File: src/rtl/awu_pkg.sv
// Shared types, constants and step functions for the Adam weight update block.
// No dependencies; every other file in rtl/ imports this package.
package awu_pkg;

  // Moment store geometry; the entry count must be a power of two.
  localparam int NUM_PARAMS = 65536;
  localparam int SLOT_W     = $clog2(NUM_PARAMS);
  typedef logic [SLOT_W-1:0] slot_t;

  // Fraction bits of the Q8.24 format.
  localparam int FRAC_W = 24;

  // Configuration port.
  localparam int CFG_IDX_W  = 3;
  localparam int CFG_DATA_W = 25;
  localparam logic [CFG_IDX_W-1:0] REG_STEP_RATE   = 3'd0;
  localparam logic [CFG_IDX_W-1:0] REG_BETA_FIRST  = 3'd1;
  localparam logic [CFG_IDX_W-1:0] REG_BETA_SECOND = 3'd2;
  localparam logic [CFG_IDX_W-1:0] REG_DECAY_RATE  = 3'd3;
  localparam logic [CFG_IDX_W-1:0] REG_GRAD_SCALE  = 3'd4;
  localparam logic [CFG_IDX_W-1:0] REG_EPSILON     = 3'd5;
  localparam logic [CFG_IDX_W-1:0] REG_PENALTY_L1  = 3'd6;
  localparam logic [CFG_IDX_W-1:0] REG_DECOUPLED   = 3'd7;

  localparam logic [23:0] RST_STEP_RATE   = 24'd16777;
  localparam logic [15:0] RST_BETA_FIRST  = 16'd58982;
  localparam logic [15:0] RST_BETA_SECOND = 16'd65470;
  localparam logic [23:0] RST_DECAY_RATE  = 24'd0;
  localparam logic [24:0] RST_GRAD_SCALE  = 25'd16777216;
  localparam logic [15:0] RST_EPSILON     = 16'd16;

  typedef struct packed {
    logic [23:0] step_rate;
    logic [15:0] beta_first;
    logic [15:0] beta_second;
    logic [23:0] decay_rate;
    logic [24:0] grad_scale;
    logic [15:0] epsilon;
    logic        penalty_l1;
    logic        decoupled_decay;
  } cfg_t;

  // Per-item values that ride along the root and divide pipelines.
  typedef struct packed {
    logic [15:0]        idx;
    logic signed [31:0] w;
    logic signed [33:0] pen;
    logic signed [31:0] m1;
    logic               sat;
  } side_t;

  // Front end to moment stage.
  typedef struct packed {
    logic               vld;
    logic [15:0]        idx;
    logic signed [31:0] w;
    logic signed [33:0] pen;
    logic signed [49:0] tm1;
    logic [55:0]        tm2;
  } mom_in_t;

  // Moment stage to square root.
  typedef struct packed {
    logic        vld;
    logic [31:0] m2;
    side_t       side;
  } mom_out_t;

  // Square root pipeline: two result bits per stage.
  localparam int SQ_ROOT_W = 28;
  localparam int SQ_REM_W  = SQ_ROOT_W + 2;
  localparam int SQ_RAD_W  = 2 * SQ_ROOT_W;
  localparam int SQ_PER    = 2;
  localparam int SQ_ST     = SQ_ROOT_W / SQ_PER;

  typedef struct packed {
    logic [SQ_REM_W-1:0]  rem;
    logic [SQ_ROOT_W-1:0] root;
    logic [SQ_RAD_W-1:0]  rad;
  } sq_st_t;

  typedef struct packed {
    logic                 vld;
    logic [SQ_ROOT_W-1:0] root;
    side_t                side;
  } sq_out_t;

  // Divide pipeline: two quotient bits per stage.
  localparam int DV_NUM_W = 56;
  localparam int DV_DEN_W = 29;
  localparam int DV_PER   = 2;
  localparam int DV_ST    = DV_NUM_W / DV_PER;

  typedef struct packed {
    logic [DV_NUM_W-1:0] nq;
    logic [DV_DEN_W-1:0] rem;
    logic [DV_DEN_W-1:0] den;
  } dv_st_t;

  typedef struct packed {
    logic                vld;
    logic [DV_NUM_W-1:0] quot;
    logic                neg;
    side_t               side;
  } dv_out_t;

  // Result item.
  typedef struct packed {
    logic [15:0]        idx;
    logic signed [31:0] nw;
    logic               sat;
  } res_t;

  // Items the block can hold: front 5, moment 2, root, divide entry and
  // stages, post 3, output register and skid register.
  localparam int AWU_DEPTH = 5 + 2 + SQ_ST + 1 + DV_ST + 3 + 2;

  // Digit-by-digit square root, SQ_PER result bits.
  function automatic sq_st_t sqrt_step(sq_st_t s);
    sq_st_t              r;
    logic [SQ_REM_W+1:0] acc;
    logic [SQ_REM_W+1:0] trial;
    r = s;
    for (int k = 0; k < SQ_PER; k++) begin
      acc   = {r.rem, r.rad[SQ_RAD_W-1 -: 2]};
      trial = {2'b00, r.root, 2'b01};
      r.rad = {r.rad[SQ_RAD_W-3:0], 2'b00};
      if (acc >= trial) begin
        acc    = acc - trial;
        r.root = {r.root[SQ_ROOT_W-2:0], 1'b1};
      end else begin
        r.root = {r.root[SQ_ROOT_W-2:0], 1'b0};
      end
      r.rem = acc[SQ_REM_W-1:0];
    end
    return r;
  endfunction

  // Restoring divide, DV_PER quotient bits shifted into the numerator word.
  function automatic dv_st_t div_step(dv_st_t s);
    dv_st_t            r;
    logic [DV_DEN_W:0] acc;
    r = s;
    for (int k = 0; k < DV_PER; k++) begin
      acc  = {r.rem, r.nq[DV_NUM_W-1]};
      r.nq = {r.nq[DV_NUM_W-2:0], 1'b0};
      if (acc >= {1'b0, r.den}) begin
        acc     = acc - {1'b0, r.den};
        r.nq[0] = 1'b1;
      end
      r.rem = acc[DV_DEN_W-1:0];
    end
    return r;
  endfunction

endpackage

File: src/rtl/awu_sqrt.sv
// Pipelined integer square root of the second moment scaled by 2^24.
// Depends on awu_pkg (sqrt_step).
module awu_sqrt import awu_pkg::*; (
  input  logic     clk,
  input  logic     rst_n,
  input  logic     adv,
  input  mom_out_t mo,
  output sq_out_t  so
);

  logic   vld_r  [SQ_ST];
  sq_st_t st_r   [SQ_ST];
  side_t  side_r [SQ_ST];

  logic   vin  [SQ_ST];
  sq_st_t stin [SQ_ST];
  side_t  sin  [SQ_ST];

  // Stage inputs: the first stage takes the moment result.
  always_comb begin
    vin[0]  = mo.vld;
    stin[0] = '{rem: '0, root: '0, rad: {mo.m2, {FRAC_W{1'b0}}}};
    sin[0]  = mo.side;
    for (int s = 1; s < SQ_ST; s++) begin
      vin[s]  = vld_r[s-1];
      stin[s] = st_r[s-1];
      sin[s]  = side_r[s-1];
    end
  end

  // Stage valids.
  always_ff @(posedge clk) begin
    if (!rst_n) begin
      for (int s = 0; s < SQ_ST; s++) begin
        vld_r[s] <= 1'b0;
      end
    end else if (adv) begin
      for (int s = 0; s < SQ_ST; s++) begin
        vld_r[s] <= vin[s];
      end
    end
  end

  // Two root bits per stage.
  always_ff @(posedge clk) begin
    if (adv) begin
      for (int s = 0; s < SQ_ST; s++) begin
        st_r[s]   <= sqrt_step(stin[s]);
        side_r[s] <= sin[s];
      end
    end
  end

  assign so = '{vld: vld_r[SQ_ST-1], root: st_r[SQ_ST-1].root,
                side: side_r[SQ_ST-1]};

endmodule

File: config.mk
export PLATFORM = sky130hd
export DESIGN_NAME = awu_sqrt
export DESIGN_NICKNAME = d
export VERILOG_FILES = /design/src/rtl/awu_pkg.sv /design/src/rtl/awu_sqrt.sv
export SDC_FILE = /design/constraint.sdc
export NUM_CORES = 2
export LEC_CHECK = 0
export ABC_AREA = 1
export BUFFER_PORTS_ARGS = -buffer_cell sky130_fd_sc_hd__buf_2
export CAP_MARGIN = 10
export CORE_AREA = 8 8 511 638
export DETAILED_ROUTE_END_ITERATION = 8
export DIE_AREA = 0 0 519 646
export GPL_TIMING_DRIVEN = 0
export PLACE_DENSITY = 0.49
export SYNTH_ARGS = -nofsm -noshare
export SYNTH_HDL_FRONTEND = slang
export SYNTH_SLANG_ARGS = --single-unit
File: constraint.sdc
create_clock -name clk -period 11.9 [get_ports clk]
set_clock_uncertainty 0.15 [all_clocks]
set_input_delay 0 -clock clk [delete_from_list [all_inputs] [get_ports clk]]
set_output_delay 0 -clock clk [all_outputs]
set_load 0.05 [all_outputs]
# Word-level counts from Yosys, hierarchy flattened
# Memory sizes are Yosys's and may differ from the RTL's.
# Index checks and enable logic that the tools add are counted.
dict set report word_totals {
  register_bits 0
  ramBits 3164
  in_bits 151
  out_inout_bits 144
  memories 3
}
dict set report classes {
  add_sub_neg 28
  order_cmp 28
  mux 131
  bitwise_logic 14
}
# name words word_bits rd rd_ports_with_merged_regs wr line
set memory_table {}
lappend memory_table {side_r 14 115 14 0 14 awu_sqrt.sv:13} ;# side_t side_r [SQ_ST];
lappend memory_table {st_r 14 110 14 0 14 awu_sqrt.sv:12} ;# sq_st_t st_r [SQ_ST];
lappend memory_table {vld_r 14 1 14 0 14 awu_sqrt.sv:11} ;# logic vld_r [SQ_ST];
# operator count
set op_table {}
lappend op_table {{two-way mux 30 bit} 56}
lappend op_table {{>= comparator 32 x 30 -> 1 bit} 27}
lappend op_table {{subtractor 30 bit} 27}
lappend op_table {{two-way mux 28 bit} 28}
lappend op_table {{two-way mux 1 bit} 47}
lappend op_table {{bitwise OR 1 bit} 14}
lappend op_table {{subtractor 2 x 1 -> 3 bit (second input constant)} 1}
lappend op_table {{>= comparator 2 x 1 -> 1 bit (second input constant)} 1}

# Depth between registers and ports, before layout
# An unclocked memory read counts as a cell.
dict set report logic_depth {
  ltp_word 7
  mapped_depth 34
  mapped_depth_nobuf 33
}

# Worst setup path after synthesis
# Ideal clock, no wire load.
dict set report synth_timing {
  path_kind {register to register}
  startpoint {memory st_r[1][382] (netlist bit)}
  endpoint {memory st_r[1][542] (netlist bit) (data pin)}
  setup_time_ns 0.253
  t_arrival_ns 4.241
  required_ns 11.497
  slack_ns 7.256
  stages_incl_launch_ff 31
  path_buffers 2
  cell_sequence {edfxtp_1 > inv_1 > ha_1 > inv_1 > fa_1 > nand3b_1 > nand2_1 > a21oi_2 > o21ai_2 > nand2_1 > nand2_1 > nand2_1 > nand2_1 > buf_4 > clkinv_1 > buf_2 > o21ai_0 > inv_1 > ha_1 > a21o_1 > nand3_1 > nand2_1 > a21oi_1 > o21ai_0 > a21boi_0 > o21ai_0 > nand2_1 > nand3_1 > nand2_1 > nand2_1 > nand2_1}
}
# element line
set synth_rtl {}
lappend synth_rtl {{start: declaration} awu_sqrt.sv:12}

==> impl_metrics.toml <==
[status]
run_status = "finished clean"

[placement]
post_dp_cell_area_sq_um = 117000
io_buffer_count = 293
detailedPlace.worstSlack_ps = 5270
gpl_wtd_cong = 0.904
place_hpwl_um = 221000
place.detailed.instances = 14800

[sta]
period_needed_ps = 6570
fmax_ghz = 0.152
max_slew_margin_pct = 27.5
tightest_slew_ps = 1090
grt_setup_unrepaired = "false"
post-route-period-util_pct = 55.2
pins_over_their_slew_limit = 0
final-hold-violation-count = 0
setup_viol = 0
fin_setup_tns_ps = 0
worst_slack_ps = 5330

[cts]
cts_inserted_buffers = 245
worstSkewPairLatency_ps = 900
root_buffer = "clkbuf_16"
ctsLongestPathBuffers = 4
clock-sinks = 2312
htree_num_levels = 4
cts-resized-gates = 0
post-cts-setup-buffer-count = 0
clkSlewWorstSetupHoldPaths_ps = 60
cts_hold_repair.buffers = 307
cts_tree = "built"

[floorplanning]
initial_core_util_pct = 34.8
floorplan.io_pins = 295
placeableCoreArea_sq_um = 316000
width_of_the_chip_um = 519
die_height_um = 646
die_area_sq_um = 335000
num_rows = 231

[yosys]
yosysMostFrequentCell = "nand2_1"
yosysWarnings = 0
synth_top_cells_by_area = "edfxtp_1 (63%), nand2_1 (9.1%), ha_1 (4.6%)"
postSynthCellCount = 10300
avg_inst_size_synth_sq_um = 10.7
yosysUniqueCellTypes = 70
async_reset_ff_share_pct = 0
synth_largest_type_area_fraction_pct = 63.1
synth-seq-area-share_pct = 63.1
syn-cell-area_sq_um = 110000
ys_dominant_reg_cell = "edfxtp_1"
synth_commonest_cells = "nand2_1 (2,673), edfxtp_1 (2,311), inv_1 (1,192)"
number_of_flops_mapped_to_enable_cells_by_yosys = 2311
synth.ff_latch_count = 2312
cell_taking_the_most_area_after_synthesis = "edfxtp_1"

[detailed_routing]
route.detailed.wl_per_inst_um = 18.4
final_wirelength_um = 286000
post_drt_via_cell_ratio = 4.70
detail_route.drc_violations = 0
vias = 72900
drt.antenna.violating_nets = 0
drt_pre_antenna_iters = 6
detail_route.iter0.violations = 4776

[global_routing]
grt_first_pass_wirelength_um = 433000
groute.usage.overall_pct = 16.5
grt_max_degree = 179
gr-total-overflow = 0
first_global_vias = 73200
number_of_antenna_violations_at_the_first_check_in_global_routing = 15

[power_and_ir_drop]
vdd_ir_drop_max_v = 0.000145
share_comb_of_total_power_pct = 27.9
total_switching_power_mw = 8.46
overall_power_consumption_mw = 25.3
p_seq_share_pct = 41.4
total_leakage_power_nw = 52.2
switching_share_pct = 33.4
power-per-cell-area_nw_per_um2 = 197
power.internal_mw = 16.9
pwr-share-clk_pct = 30.7

[worst_setup_path]
kind_of_end_point_of_the_critical_path = "flop"
critical_path.startpoint_type = "flop"
crit_path_top_delay_cell = "nand4_1"
cp.required_ps = 12460
critPathMaxStageDelay_ps = 580
timing.critical_path.mode_cell = "nand2_1"
worst_ep_arrival_time_ps = 7130
worst-path-max-fanout = 11
critical_setup_path_kind = "flop to flop"
setup.reg_to_reg.worst_slack_ps = 5330

[cells_and_area]
layout.cells.non_filler = 15500
syn2layout_area_growth_pct = 16.8
final.fill_count = 30500
final_area_sq_um = 128000
nNetsFinal = 11700
area_of_the_multi_input_gates_sq_um = 34100
drive_gt1_share_pct = 10.7
seqCellArea_sq_um = 69400

[run]
max-cap-violations = 0

[min_path]
min-delay-path-class = "primary input to flop"
-- layer usage --
metal / GRT usage [%] / share of wire [%]
met5: 0 / 0
met4: 4.83 / 3.1
met3: 2.01 / 3.5
met2: 29.3 / 49
met1: 21.1 / 44
-- kinds of logic after synthesis --
| kind of cell | after synthesis | share of synthesized area, % |
|---|---|---|
| flip-flops | 2312 | 63.1 |
| multiplexers | 1 | 0.00910 |
| AND/OR/NAND/NOR | 4675 | 18.5 |
| XOR/XNOR | 333 | 2.65 |
| AO/OA/AOI/OAI | 1044 | 5.17 |
| adder cells (fa/ha/maj) | 412 | 4.74 |
| buffers and inverters | 1482 | 5.83 |
| other | 1 | 0.00341 |
-- through the flow --
step | util [%] | hold WS, ps
after floorplan | - | -51.1
after global placement | 37.0 | 26.1
after detailed placement | 37.1 | 28.1
after CTS | 40.7 | 4.73
after global routing | 40.7 | 112
final | 40.7 | 112
-- path summary, 6_finish.rpt --
check / cells after the start / startpoint / to
worst min-delay path: 5 / mo[143] / st_r[0][83]$_DFFE_PP_
worst min register to register: 0 / side_r[1][414]$_DFFE_PP_ / side_r[1][529]$_DFFE_PP_
worst max-delay path: 29 / st_r[1][382]$_DFFE_PP_ / st_r[1][538]$_DFFE_PP_
worst max register to register: 29 / st_r[1][382]$_DFFE_PP_ / st_r[1][538]$_DFFE_PP_
-- cells in the final DEF (no fill, tap or decap), types with 191 or more instances in the layout --
cell,n
xor2_1,191
buf_2,309
nor2_1,827
clkbuf_16,246
nand2_1,2673
o21ai_0,395
ha_1,404
edfxtp_1,2311
nand3_1,544
nand4_1,197
inv_1,1192
a21oi_1,448
dlygate4sd3_1,306
-- power by group through the flow --
stage	logic (mW)	registers (mW)	clock network, mW
after CTS	7.12	10.5	8.10
final	7.08	10.5	7.78
after global placement	7.01	11.3	0
after detailed placement	7.00	10.7	0
after floorplan	4.94	10.4	0
after global routing	7.97	10.6	8.39
-- area by class of cell --
class                      count  area share, %
clock buffer                 282           4.90
inverter                    1240           3.63
multi-input combinational   6468           26.6
sequential                  2312           54.1
antenna                        1        0.00195
clock inverter               162           1.49
tap                         4194           4.09
buffer                       242           1.36
timing repair buffer         615           3.88
-- worst max-delay path: cells and delay by family, from the launching register on --
kind	cells	cell delay (ps)
fa+ha+maj	3	990
compound gates	4	870
flops	1	390
buf+inv	6	1330
simple gates	16	2680
-- registers in the layout, indices dropped and copies added (netlist names) --
register,count
st_r,688
side_r,1610
vld_r,14
(Power assumes the default switching activity.)
